$ cat config.mk
export PLATFORM = sky130hd
export DESIGN_NAME = dpb_out_skid
export DESIGN_NICKNAME = d
export VERILOG_FILES = /design/src/rtl/core/dpb_pkg.sv /design/src/rtl/core/dpb_out_skid.sv
export SDC_FILE = /design/constraint.sdc
export NUM_CORES = 1
export LEC_CHECK = 0
export BUFFER_PORTS_ARGS = -buffer_cell sky130_fd_sc_hd__buf_2
export CORE_MARGIN = 5
export CORE_UTILIZATION = 51
export CTS_CLUSTER_SIZE = 10
export DETAILED_ROUTE_END_ITERATION = 6
export GPL_ROUTABILITY_DRIVEN = 1
export PLACE_DENSITY = 0.9
export SLEW_MARGIN = 20
export SYNTH_ARGS = -nofsm -noshare
export SYNTH_HDL_FRONTEND = slang
export SYNTH_SLANG_ARGS = --single-unit
$ cat constraint.sdc
create_clock -name clk -period 14 [get_ports clk]
set_input_delay 3.5 -clock clk [delete_from_list [all_inputs] [get_ports clk]]
set_output_delay 3.5 -clock clk [all_outputs]
set_load 0.005 [all_outputs]
$ cat src/rtl/core/dpb_pkg.sv
// Shared types, widths and constants for the depth pixel back-projection block.
`default_nettype none

package dpb_pkg;

  // Field widths of the transactions
  localparam int COL_W     = 12;
  localparam int DEPTH_W   = 16;
  localparam int COLOR_W   = 8;
  localparam int CFG_W     = 16;
  localparam int PT_W      = 24;
  localparam int CFG_IDX_W = 3;

  // Quotient bits: one above the point width flags overflow
  localparam int QUO_W = PT_W + 1;

  // Saturation limits of a point coordinate
  localparam logic [PT_W-1:0] PT_MAX = {1'b0, {(PT_W-1){1'b1}}};
  localparam logic [PT_W-1:0] PT_MIN = {1'b1, {(PT_W-1){1'b0}}};

  // Register reset values
  localparam logic [CFG_W-1:0] RST_FOCAL_X     = 16'd9600;
  localparam logic [CFG_W-1:0] RST_FOCAL_Y     = 16'd9600;
  localparam logic [CFG_W-1:0] RST_CENTER_X    = 16'd5120;
  localparam logic [CFG_W-1:0] RST_CENTER_Y    = 16'd3840;
  localparam logic [CFG_W-1:0] RST_DEPTH_LIMIT = 16'd3000;

  // Register indexes
  typedef enum logic [CFG_IDX_W-1:0] {
    CFG_FOCAL_X     = 3'd0,
    CFG_FOCAL_Y     = 3'd1,
    CFG_CENTER_X    = 3'd2,
    CFG_CENTER_Y    = 3'd3,
    CFG_DEPTH_LIMIT = 3'd4
  } cfg_idx_t;

  // Input transaction
  typedef struct packed {
    logic [COL_W-1:0]   pixel_column;
    logic [COL_W-1:0]   pixel_row;
    logic [DEPTH_W-1:0] depth_mm;
    logic [COLOR_W-1:0] red_in;
    logic [COLOR_W-1:0] green_in;
    logic [COLOR_W-1:0] blue_in;
  } in_pixel_t;

  // Result transaction
  typedef struct packed {
    logic signed [PT_W-1:0] point_x;
    logic signed [PT_W-1:0] point_y;
    logic [DEPTH_W-1:0]     point_z;
    logic [COLOR_W-1:0]     red_out;
    logic [COLOR_W-1:0]     green_out;
    logic [COLOR_W-1:0]     blue_out;
  } out_point_t;

  // Fields that ride along the pipeline untouched
  typedef struct packed {
    logic [DEPTH_W-1:0] point_z;
    logic [COLOR_W-1:0] red;
    logic [COLOR_W-1:0] green;
    logic [COLOR_W-1:0] blue;
  } side_t;

  // Per-axis control flags that travel with the quotient
  typedef struct packed {
    logic neg;
    logic den_zero;
    logic num_zero;
  } axis_flags_t;

endpackage

`default_nettype wire

$ cat src/rtl/core/dpb_out_skid.sv
// Output register with a skid entry; its fill state gates the pipeline advance.
`default_nettype none

module dpb_out_skid
  import dpb_pkg::*;
(
  input  wire logic       clk,
  input  wire logic       rst_n,
  input  wire logic       pipe_v,
  input  wire out_point_t pipe_data,
  output logic            adv,
  output logic            out_valid,
  input  wire logic       out_ready,
  output out_point_t      out_data
);

  logic       out_v_r;
  logic       out_v_nxt;
  logic       skid_v_r;
  logic       skid_v_nxt;
  out_point_t out_d_r;
  out_point_t out_d_nxt;
  out_point_t skid_d_r;
  out_point_t skid_d_nxt;

  // Advance the pipeline only while the skid entry is free
  assign adv = !skid_v_r;

  // Drain the skid entry first, otherwise take the pipeline transaction
  always_comb begin
    out_v_nxt  = out_v_r;
    skid_v_nxt = skid_v_r;
    out_d_nxt  = out_d_r;
    skid_d_nxt = skid_d_r;
    if (skid_v_r) begin
      if (out_ready) begin
        out_d_nxt  = skid_d_r;
        skid_v_nxt = 1'b0;
      end
    end else if (pipe_v) begin
      if (!out_v_r || out_ready) begin
        out_d_nxt = pipe_data;
        out_v_nxt = 1'b1;
      end else begin
        skid_d_nxt = pipe_data;
        skid_v_nxt = 1'b1;
      end
    end else if (out_ready) begin
      out_v_nxt = 1'b0;
    end
  end

  always_ff @(posedge clk) begin
    if (!rst_n) begin
      out_v_r  <= 1'b0;
      skid_v_r <= 1'b0;
    end else begin
      out_v_r  <= out_v_nxt;
      skid_v_r <= skid_v_nxt;
    end
  end

  always_ff @(posedge clk) begin
    out_d_r  <= out_d_nxt;
    skid_d_r <= skid_d_nxt;
  end

  assign out_valid = out_v_r;
  assign out_data  = out_d_r;

endmodule

`default_nettype wire

After elaboration in Yosys (flattened, before gate mapping). Index checks and enable logic that the tools add are counted.

Equality and inequality tests: 2. Multiplexer cells: 11. Bitwise logic cells: 2. Reductions and logical operators: 9.

Operators with widths (number): 88-bit 2-to-1 mux (4); 3-bit AND reduction (3); 1-bit 2-to-1 mux (7); 2-bit nonzero test (3); 1-bit logical NOT (2); 2-bit by 1-bit inequality test with 1-bit output (second input constant) (1); 2-bit inequality test (second input constant) (1); 1-bit inverter (2); 1-bit logical OR (1).

Register bits after elaboration: 178. Bits of input ports: 92. Output and inout port bits: 90. Word-level logic and storage cells: 38.

Logic depth before layout (Yosys ltp).
Word-level depth: 5. Depth in mapped cells: 4. Gate-level depth less buffers: 2.

Worst setup path before layout. OpenSTA, ideal clock, no wires.

Path kind: input -> register. From: input pipe_v. To: register skid_d_r[0] (netlist bit) (enable). Setup time: 642 ps. Arrival time: 9516 ps. Data required time: 13358 ps. Slack: 3841 ps. Stages: 2. Path buffers: 0. Cells stage by stage: nand2_1 nor3_1.

Longest elaborated chain between the ends: 1.

Ends and longest elaborated chain: start: declaration (line dpb_out_skid.sv:9) `input wire logic pipe_v,`; 3-bit AND reduction (no line); end signal: assignment (line dpb_out_skid.sv:65) `skid_d_r <= skid_d_nxt;`; end: declaration (line dpb_out_skid.sv:23) `out_point_t skid_d_r;`.

No other way between the ends. A chain may end at the register's enable or synchronous reset.

Worst setup path after layout.
From: register skid_v_r. To: output adv.

Longest elaborated chain between the ends: 1.

Ends and longest elaborated chain: start: declaration (line dpb_out_skid.sv:19) `logic skid_v_r;`; start signal: assignment (line dpb_out_skid.sv:59) `skid_v_r <= skid_v_nxt;`; 1-bit logical NOT (line dpb_out_skid.sv:27) `assign adv = !skid_v_r;`; end: declaration (line dpb_out_skid.sv:11) `output logic adv,`.

No other way between the ends.

==> flow_metrics.env <==
export IMPL_outcome="finished, final reports clean"
export IMPL_maxSlewViolCount=0
export IMPL_rsz0062_at_grt="false"
export IMPL_tightest_slew_ns=0.831
export IMPL_slew_headroom_pct=44.6
export IMPL_drt_vias_per_instance=4.91
export IMPL_maxCapViolations=0
export IMPL_setup_tns_ns=0
export IMPL_antenna_found_initial=0
export IMPL_instances_no_fill=666
export IMPL_critPathKind="flip-flop to primary output"
export IMPL_num_rows=41
export IMPL_postCtsSetupBuffers=0
export IMPL_dp_hpwl_microns=7890
export IMPL_grt_ovfl_total=0
export IMPL_cts_tree="yes"
export IMPL_grtUsageTotal_pct=15.8
export IMPL_cp_start_kind="flip-flop"
export IMPL_clockBufferDepth=2
export IMPL_avgSynthCellArea_sq_um=22.5
export IMPL_finalHoldViolCount=0
export IMPL_grt_pass1_wl_microns=17700
export IMPL_cts_resized=0
export IMPL_yosysUniqueCellTypes=16
export IMPL_path_clk_slew_ns=0.06
export IMPL_placed_area_sq_mm=0.00754
export IMPL_layout_commonest_cell="buf_2"
export IMPL_grt_max_degree=89
export IMPL_skew_ns=0.00768
export IMPL_wl_microns=11800
export IMPL_dr_pass1_iters=4
export IMPL_netlist_instances=287
export IMPL_ys_seq_area_share_pct=82.4
export IMPL_wl_per_cell_microns=17.7
export IMPL_final_nets=573
export IMPL_die_area_sq_mm=0.0150
export IMPL_post_route_drc_count=0
export IMPL_drt_iter0_markers=232
export IMPL_setup_viol_count_final=0
export IMPL_yosys_warnings=0
export IMPL_finalCritPeriodShare_pct=35.2
export IMPL_hold_class="flip-flop to flip-flop"
export IMPL_synth_area_sq_mm=0.00646
export IMPL_cp_max_fo=45
export IMPL_fin_crit_ns=4.93
export IMPL_vdd_ir_drop_max_uv=81.9
export IMPL_n_antenna_cell=0
export IMPL_htreeDepth=4
export IMPL_synth_nets=379
export IMPL_areaGrowthSynthToFinish_pct=25.3
export IMPL_finalWeightedCongestion=0.722
export IMPL_die_h_microns=123
export IMPL_max_freq_mhz=203
export IMPL_grt_pass1_vias=3464
export IMPL_vias=3273
export IMPL_critPathRequiredTime_ns=10.50
export IMPL_final_fill_count=878
export IMPL_cts_num_sinks=178
export IMPL_placed_cells=634
export IMPL_cp_arrival_ns=1.43
export IMPL_cts_hold_buffers_added=0
export IMPL_portBuffers=181
export IMPL_synth_seq_cells=178
export IMPL_ant_nets=0
export IMPL_finalInstanceArea_sq_mm=0.00810
export IMPL_die_w_microns=123
export IMPL_root_buffer="clkbuf_16"
export IMPL_drive_gt1_share_pct=61.9
export IMPL_core_sq_mm=0.0125
export IMPL_final_cell_mix="181 x buf_2, 176 x edfxtp_1, 88 x mux2_2"
export IMPL_p_leak_nw=3.01
export IMPL_clk_latency_ns=0.41
export IMPL_end_kind="primary output"
export IMPL_numCtsBuffers=17
export IMPL_io_pins=182
export IMPL_holdWs_ns=0.530
export IMPL_p_per_area_mw_per_mm2=141
export IMPL_initial_core_util_pct=51.6
## sequential cells by signal (all words and copies together), names as in the netlist
register / count
out_valid: 1
skid_d_r: 88
skid_v_r: 1
out_data: 88
## synth_stat cells, drive strengths merged
master    n  area, sq um
nand3b    1         7.51
mux2     88          991
nor2      1         3.75
inv       1         3.75
o22a      1         8.76
nor2b     1         6.26
dfxtp     2         40.0
nand2b    1         6.26
o21ai     1         5.00
edfxtp  176         5290
buf      10         90.1
nand2     2         7.51
a21oi     1         5.00
nor3      1         5.00
## cells by family (layout without fill, tap and decap cells)
| logic type | after synthesis | after routing | share of synthesized area (%) |
|---|---|---|---|
| mux | 88 | 88 | 15.3 |
| flops | 178 | 178 | 82.4 |
| buf+inv | 11 | 218 | 1.45 |
| compound gates | 3 | 3 | 0.290 |
| simple gates | 7 | 7 | 0.561 |
## per-stage QoR
step / total power, mW / worst slack, ns / utilization, %
after floorplan: 0.671 / 3.84 / -
after global placement: 0.709 / 8.71 / 60.3
after detailed placement: 0.713 / 8.64 / 60.3
after CTS: 1.15 / 9.00 / 64.7
after global routing: 1.18 / 8.95 / 64.7
final: 1.14 / 9.07 / 64.7
## layer usage
metal | GRT usage [%] | vias to the layer above | part of all wire (%)
met5 | 0 | - | 0
met4 | 6.37 | 0 | 1.5
met3 | 4.75 | 17 | 6.5
met2 | 25.2 | 127 | 50
met1 | 20.4 | 1592 | 42
li1 | - | 1537 | -
## power by group
| group | leakage, nW | internal, mW | switching (mW) |
|---|---|---|---|
| Combinational | 1.07 | 0.0365 | 0.0362 |
| Clock | 0.267 | 0.250 | 0.188 |
| Sequential | 1.67 | 0.619 | 0.00845 |
| Total | 3.01 | 0.906 | 0.233 |
## worst paths after layout
check / start / end / slack [ns] / cells past startpoint
worst max-delay path: skid_v_r$_SDFF_PN0_ / adv / 9.07 / 2
worst min-delay path: out_valid$_SDFFE_PN0P_ / out_valid$_SDFFE_PN0P_ / 0.53 / 2
worst max register to register: skid_v_r$_SDFF_PN0_ / out_data[37]$_DFFE_PP_ / 11.29 / 3
worst min register to register: out_valid$_SDFFE_PN0P_ / out_valid$_SDFFE_PN0P_ / 0.53 / 2
## final cells by class
cell class	count	area [sq um]	area share [%]
Clock buffer	20	447	5.51
Clock inverter	12	108	1.33
Inverter	1	3.75	0.0463
Multi-Input combinational cell	98	1060	13.1
Sequential cell	178	5330	65.8
Tap cell	172	215	2.66
Timing Repair Buffer	185	940	11.6
## worst max-delay path: stages (launching register included)
cell	delay, ns
dfxtp_4	0.72
inv_1	0.14
buf_2	0.16
Power figures use the tool's default switching activity.
