==> config.mk <==
export PLATFORM = sky130hd
export DESIGN_NAME = dpb_front
export DESIGN_NICKNAME = d
export VERILOG_FILES = /design/src/rtl/core/dpb_pkg.sv /design/src/rtl/core/dpb_front.sv
export SDC_FILE = /design/constraint.sdc
export NUM_CORES = 2
export LEC_CHECK = 0
export ABC_CLOCK_PERIOD_IN_PS = 12100
export BUFFER_PORTS_ARGS = -buffer_cell sky130_fd_sc_hd__buf_2
export CORE_MARGIN = 2
export CORE_UTILIZATION = 60
export CTS_CLUSTER_SIZE = 24
export DETAILED_ROUTE_END_ITERATION = 8
export PLACE_DENSITY = 0.79
export SLEW_MARGIN = 20
export SYNTH_ARGS = -nofsm -noshare
export SYNTH_HDL_FRONTEND = slang
export SYNTH_SLANG_ARGS = --single-unit
==> constraint.sdc <==
create_clock -name clk -period 12.1 [get_ports clk]
set_input_delay 0.605 -clock clk [delete_from_list [all_inputs] [get_ports clk]]
set_output_delay 0.605 -clock clk [all_outputs]
set_load 0.005 [all_outputs]
==> src/rtl/core/dpb_pkg.sv <==
// Shared types, widths and constants for the depth pixel back-projection block.
`default_nettype none

package dpb_pkg;

  // Field widths of the transactions
  localparam int COL_W     = 12;
  localparam int DEPTH_W   = 16;
  localparam int COLOR_W   = 8;
  localparam int CFG_W     = 16;
  localparam int PT_W      = 24;
  localparam int CFG_IDX_W = 3;

  // Quotient bits: one above the point width flags overflow
  localparam int QUO_W = PT_W + 1;

  // Saturation limits of a point coordinate
  localparam logic [PT_W-1:0] PT_MAX = {1'b0, {(PT_W-1){1'b1}}};
  localparam logic [PT_W-1:0] PT_MIN = {1'b1, {(PT_W-1){1'b0}}};

  // Register reset values
  localparam logic [CFG_W-1:0] RST_FOCAL_X     = 16'd9600;
  localparam logic [CFG_W-1:0] RST_FOCAL_Y     = 16'd9600;
  localparam logic [CFG_W-1:0] RST_CENTER_X    = 16'd5120;
  localparam logic [CFG_W-1:0] RST_CENTER_Y    = 16'd3840;
  localparam logic [CFG_W-1:0] RST_DEPTH_LIMIT = 16'd3000;

  // Register indexes
  typedef enum logic [CFG_IDX_W-1:0] {
    CFG_FOCAL_X     = 3'd0,
    CFG_FOCAL_Y     = 3'd1,
    CFG_CENTER_X    = 3'd2,
    CFG_CENTER_Y    = 3'd3,
    CFG_DEPTH_LIMIT = 3'd4
  } cfg_idx_t;

  // Input transaction
  typedef struct packed {
    logic [COL_W-1:0]   pixel_column;
    logic [COL_W-1:0]   pixel_row;
    logic [DEPTH_W-1:0] depth_mm;
    logic [COLOR_W-1:0] red_in;
    logic [COLOR_W-1:0] green_in;
    logic [COLOR_W-1:0] blue_in;
  } in_pixel_t;

  // Result transaction
  typedef struct packed {
    logic signed [PT_W-1:0] point_x;
    logic signed [PT_W-1:0] point_y;
    logic [DEPTH_W-1:0]     point_z;
    logic [COLOR_W-1:0]     red_out;
    logic [COLOR_W-1:0]     green_out;
    logic [COLOR_W-1:0]     blue_out;
  } out_point_t;

  // Fields that ride along the pipeline untouched
  typedef struct packed {
    logic [DEPTH_W-1:0] point_z;
    logic [COLOR_W-1:0] red;
    logic [COLOR_W-1:0] green;
    logic [COLOR_W-1:0] blue;
  } side_t;

  // Per-axis control flags that travel with the quotient
  typedef struct packed {
    logic neg;
    logic den_zero;
    logic num_zero;
  } axis_flags_t;

endpackage

`default_nettype wire

==> src/rtl/core/dpb_front.sv <==
// Front stages: depth filter, centered offset, depth product and rounding numerator.
`default_nettype none

module dpb_front
  import dpb_pkg::*;
#(
  parameter int PIX_W = 12,
  parameter int DB    = 16,
  parameter int DW    = 16,
  parameter int NUM_W = 38
) (
  input  wire logic             clk,
  input  wire logic             rst_n,
  input  wire logic             adv,
  input  wire logic             in_valid,
  input  wire in_pixel_t        in_data,
  input  wire logic [CFG_W-1:0] focal_x,
  input  wire logic [CFG_W-1:0] focal_y,
  input  wire logic [CFG_W-1:0] center_x,
  input  wire logic [CFG_W-1:0] center_y,
  input  wire logic [CFG_W-1:0] depth_limit,
  output logic                  fr_valid,
  output logic [NUM_W-1:0]      num_x,
  output logic [NUM_W-1:0]      num_y,
  output axis_flags_t           flags_x,
  output axis_flags_t           flags_y,
  output side_t                 fr_side
);

  localparam int PW = DW + DB;

  // Stage 1 signals
  logic [PIX_W-1:0] col;
  logic [PIX_W-1:0] row;
  logic [DB-1:0]    d;
  logic             keep;
  logic signed [DW:0] diff_x;
  logic signed [DW:0] diff_y;
  logic [DW:0]      negd_x;
  logic [DW:0]      negd_y;

  logic             v1_r;
  logic [DW-1:0]    absd_x_r;
  logic [DW-1:0]    absd_y_r;
  logic             neg_x1_r;
  logic             neg_y1_r;
  logic [DB-1:0]    d1_r;
  side_t            side1_r;

  // Stage 2 signals
  logic             v2_r;
  logic [PW-1:0]    prod_x_r;
  logic [PW-1:0]    prod_y_r;
  logic             neg_x2_r;
  logic             neg_y2_r;
  side_t            side2_r;

  // Stage 3 signals
  logic             v3_r;
  logic [NUM_W-1:0] num_x_r;
  logic [NUM_W-1:0] num_y_r;
  axis_flags_t      flags_x_r;
  axis_flags_t      flags_y_r;
  side_t            side3_r;

  // Mask the fields and take the pixel index as Q.4 against the principal point
  assign col  = in_data.pixel_column[PIX_W-1:0];
  assign row  = in_data.pixel_row[PIX_W-1:0];
  assign d    = in_data.depth_mm[DB-1:0];
  assign keep = (d != '0) && (DEPTH_W'(d) < depth_limit);

  assign diff_x = $signed({1'b0, DW'({col, 4'b0000})}) - $signed({1'b0, DW'(center_x)});
  assign diff_y = $signed({1'b0, DW'({row, 4'b0000})}) - $signed({1'b0, DW'(center_y)});
  assign negd_x = -diff_x;
  assign negd_y = -diff_y;

  // Valid bits of the front stages
  always_ff @(posedge clk) begin
    if (!rst_n) begin
      v1_r <= 1'b0;
      v2_r <= 1'b0;
      v3_r <= 1'b0;
    end else if (adv) begin
      v1_r <= in_valid && keep;
      v2_r <= v1_r;
      v3_r <= v2_r;
    end
  end

  // Payload of the front stages
  always_ff @(posedge clk) begin
    if (adv) begin
      // Stage 1: magnitude and sign of the offset
      absd_x_r      <= diff_x[DW] ? negd_x[DW-1:0] : diff_x[DW-1:0];
      absd_y_r      <= diff_y[DW] ? negd_y[DW-1:0] : diff_y[DW-1:0];
      neg_x1_r      <= diff_x[DW];
      neg_y1_r      <= diff_y[DW];
      d1_r          <= d;
      side1_r.point_z <= DEPTH_W'(d);
      side1_r.red   <= in_data.red_in;
      side1_r.green <= in_data.green_in;
      side1_r.blue  <= in_data.blue_in;

      // Stage 2: offset times depth
      prod_x_r <= PW'(absd_x_r) * PW'(d1_r);
      prod_y_r <= PW'(absd_y_r) * PW'(d1_r);
      neg_x2_r <= neg_x1_r;
      neg_y2_r <= neg_y1_r;
      side2_r  <= side1_r;

      // Stage 3: numerator 32 * product + focal for round half away from zero
      num_x_r <= (NUM_W'(prod_x_r) << 5) + NUM_W'(focal_x);
      num_y_r <= (NUM_W'(prod_y_r) << 5) + NUM_W'(focal_y);
      flags_x_r.neg      <= neg_x2_r;
      flags_x_r.den_zero <= (focal_x == '0);
      flags_x_r.num_zero <= (prod_x_r == '0);
      flags_y_r.neg      <= neg_y2_r;
      flags_y_r.den_zero <= (focal_y == '0);
      flags_y_r.num_zero <= (prod_y_r == '0);
      side3_r <= side2_r;
    end
  end

  assign fr_valid = v3_r;
  assign num_x    = num_x_r;
  assign num_y    = num_y_r;
  assign flags_x  = flags_x_r;
  assign flags_y  = flags_y_r;
  assign fr_side  = side3_r;

endmodule

`default_nettype wire

Yosys cells after proc, flatten, opt, wreduce, memory -nomap -nowiden
Cells that the tools add are included.
Word-level totals
  register bits: 305
  bits of input ports: 148
  output and inout bits: 123
  word-level logic and storage cells: 49
Operators by class
  add/subtract/negate cells: 6
  $mul: 2
  order comparisons: 1
  muxes and demuxes: 2
  reduce and logical (&&, ||, !) cells: 7
Operators by type and width (count)
  $add 37x16->38: 2
  $logic_not 32->1: 2
  $mul 16x16->32: 2
  $sub 16x16->17: 2
  $logic_not 16->1: 2
  $mux 16: 2
  $neg 16->16: 2
  $lt 16x16->1: 1
  $reduce_bool 16->1: 1
  $logic_and 1x1->1: 2

Logic depth before layout (Yosys ltp)
  word-level depth: 3
  mapped depth: 23
  gate-level depth less buffers: 22

Worst setup path after synthesis
Ideal clock, no wire load.
  path type: register to register
  from: register, netlist name side1_r[25]
  to: register prod_y_r[29], data pin
  library setup time: 266 ps
  arrival: 5939 ps
  data required time: 11834 ps
  path slack: 5895 ps
  cell stages (with the launch flop): 22
  path buffers: 2
  period minus slack after synthesis: 6205 ps
  cells stage by stage: edfxtp_1 -> clkbuf_1 -> nand2_1 -> fa_1 -> fa_1 -> inv_1 -> fa_1 -> fa_1 -> fa_1 -> inv_1 -> fa_1 -> inv_1 -> ha_1 -> buf_2 -> a21o_1 -> a2111oi_0 -> o211ai_1 -> a31oi_2 -> nor2b_1 -> a2111oi_0 -> nor3_1 -> xor2_1
RTL lines
  end signal: assignment: RTL line dpb_front.sv:106  | prod_y_r <= PW'(absd_y_r) * PW'(d1_r);
  end: declaration: RTL line dpb_front.sv:53  | logic [PW-1:0] prod_y_r;

==> metrics.csv <==
stage,metric,value,unit
detailed_routing,viasPerCell,5.63,
final_layout,final_area,33500,µm²
sta,finalHoldViolations,0,
worst_setup_path,cp.required,12.42,ns
yosys,synth.cell_area,30400,µm²
worst_setup_path,end_kind,flip-flop,
final_layout,seq_area,9130,µm²
clocking,clk_path_buf_depth,3,
min_path,hold_class,primary input to flip-flop,
yosys,synthesis.nets,3682,
yosys,ys.flop_type,edfxtp_1,
grt,grt_start_max_net_pins,101,
detailed_routing,routed.top_layer,met4,
place,dp_hpwl,51200,µm
run_status,outcome,"complete, no violations",
yosys,synthCells,2873,
die,core.rowCount,82,
yosys,syn_avg_cell_area,10.6,µm²
worst_setup_path,worstPathArrival,7.55,ns
detailed_routing,drc,0,
place,pre_cts_ws,4.95,ns
grt,grt_pass1_vias,23000,
final_layout,drive_gt1_frac,0.119,
place,placed_cell_area,32400,µm²
sta,fin_tns_setup,0,ns
clocking,cts_root_buffer,clkbuf_16,
place,gp_congestion,0.883,
detailed_routing,totalWireLength,67400,µm
sta,finalMaxSlewViolations,0,
sta,fin_skew,0.00980,ns
grt,antenna_found_initial,0,
yosys,synthArstFlopShare,0,
yosys,synth_seq_cells,305,
detailed_routing,met1_length,28200,µm
final_layout,diodes,0,
final_layout,nFillCells,3852,
clocking,hold_buffers,0,
sta,setup_viol,0,
worst_setup_path,crit_path_max_fanout,18,
yosys,yosysWarnings,0,
detailed_routing,drt_pass1_iterations,5,
grt,gr-usage-all-layers,0.264,
die,io-pin-count,271,
sta,period_needed,7.23,ns
clocking,path_clk_slew,0.07,ns
final_layout,final_cell_mix,"inv_1 (512), fa_1 (390), nand2_1 (337)",
sta,period_share,0.598,
sta,relSlewSlack,0.239,
clocking,cts-buffers-inserted,30,
grt,grt-ovfl-total,0,
die,die_h,229,µm
yosys,yosysSeqAreaShare,0.301,
final_layout,final_nets,3918,
clocking,cts_sinks,305,
worst_setup_path,critical_path_class,flip-flop to flip-flop,
place,portBuffers,270,
run,cap_violations,0,
sta,finalWorstSetupSlack,4.87,ns
die,die_area,52400,µm²
die,start_util,0.606,
die,core-area,50100,µm²
clocking,post-cts-setup-buffers,0,
yosys,synth_edf_count,302,
clocking,cts.repair.resized,0,
detailed_routing,wl_met2,32800,µm
yosys,ys_types,80,
clocking,cts_tree,done,
detailed_routing,wire_per_inst,17.7,µm
detailed_routing,num_vias,21400,
detailed_routing,dr.first_iter.drc_count,1407,
detailed_routing,drtAntennaViolNets,0,
clocking,htree_levels,1,
final_layout,multi_input_area,19000,µm²
sta,rsz0062_at_grt,false,
final_layout,final_common_cell,inv_1,
grt,grt_pass1_wl,112000,µm
sta,worst_pin_slew,1.13,ns
clocking,clock_latency,0.59,ns
detailed_routing,met3_wirelength,4670,µm
final_layout,area_growth,10.2,%
sta,fmax,0.138,GHz
die,die_w,229,µm
worst_setup_path,setup.worst_path.start_class,flip-flop,
==> cell families (layout without fill, tap and decap cells) <==
group                      count (synthesis)  count (layout)  synth area share
and+or+nand+nor                          822             822             0.137
adders and majority gates                661             661             0.369
buffers and inverters                    602             862            0.0749
AOI/OAI and AO/OA                        308             308            0.0680
DFF                                      305             305             0.301
xor gates and xnor gates                 171             171            0.0493
muxes                                      4               4           0.00136
==> per-stage QoR <==
step           hold WS [ns]   util  instances
2_1_floorplan         0.400      -       2873
3_3_place_gp          0.400  0.647       3747
3_5_place_dp          0.405  0.647       3747
4_1_cts               0.157  0.668       3803
5_1_grt               0.166  0.668       3805
6_report              0.191  0.668       3805
==> cell usage after synthesis, types with 48 or more instances <==
library cell | instances | area [µm²]
clkbuf_1 | 85 | 319
a21oi_1 | 93 | 465
ha_1 | 271 | 3390
a21o_1 | 48 | 360
and2_1 | 232 | 1450
inv_1 | 512 | 1920
nand2_1 | 337 | 1260
nor2_1 | 72 | 270
xnor2_1 | 105 | 920
fa_1 | 390 | 7810
xor2_1 | 66 | 578
edfxtp_1 | 302 | 9070
==> metal layers <==
metal | global-route usage | vias to the layer above
met5 | 0 | -
met4 | 0.0802 | 0
met3 | 0.0348 | 150
met2 | 0.449 | 818
met1 | 0.357 | 10700
li1 | - | 9774
==> area by class of cell <==
type,count,share of cell area
clock inverter,23,0.00793
timing repair buffer,292,0.0459
tap,672,0.0251
multi-input combinational,1966,0.567
inverter,514,0.0578
sequential,305,0.273
clock buffer,33,0.0234
==> registers in the layout, indices dropped and copies added, names as in the netlist, 3 cells and up <==
signal and cells:
absd_x_r 16, absd_y_r 16, flags_x 3, flags_y 3
fr_side 40, num_x 38, num_y 38, prod_x_r 32
prod_y_r 32, side1_r 40, side2_r 40
==> worst max-delay path, cell delays in order, from the launching register on <==
cell	delay, ns
edfxtp_1	0.89
buf_4	0.37
nand2_1	0.09
fa_1	0.50
fa_1	0.55
inv_1	0.05
fa_1	0.49
fa_1	0.52
fa_1	0.49
inv_1	0.05
fa_1	0.48
inv_1	0.04
ha_1	0.37
a21o_1	0.23
a2111oi_0	0.44
o211ai_1	0.26
a31oi_2	0.29
nor2b_1	0.11
a2111oi_0	0.41
nor3_1	0.13
xor2_1	0.17
==> path summary, 6_finish.rpt <==
check,from,end,slack (ns),cells after the start
hold / removal,in_data[20],side1_r[20]$_DFFE_PP_,0.19,1
hold reg to reg,side1_r[17]$_DFFE_PP_,side2_r[17]$_DFFE_PP_,0.42,0
setup / recovery,side1_r[27]$_DFFE_PP_,prod_y_r[29]$_DFFE_PP_,4.87,20
setup reg to reg,side1_r[27]$_DFFE_PP_,prod_y_r[29]$_DFFE_PP_,4.87,20
Power is left out: the tool's default activity adds up to more than one toggle a clock period on the data nets, which glitch-free logic cannot reach.
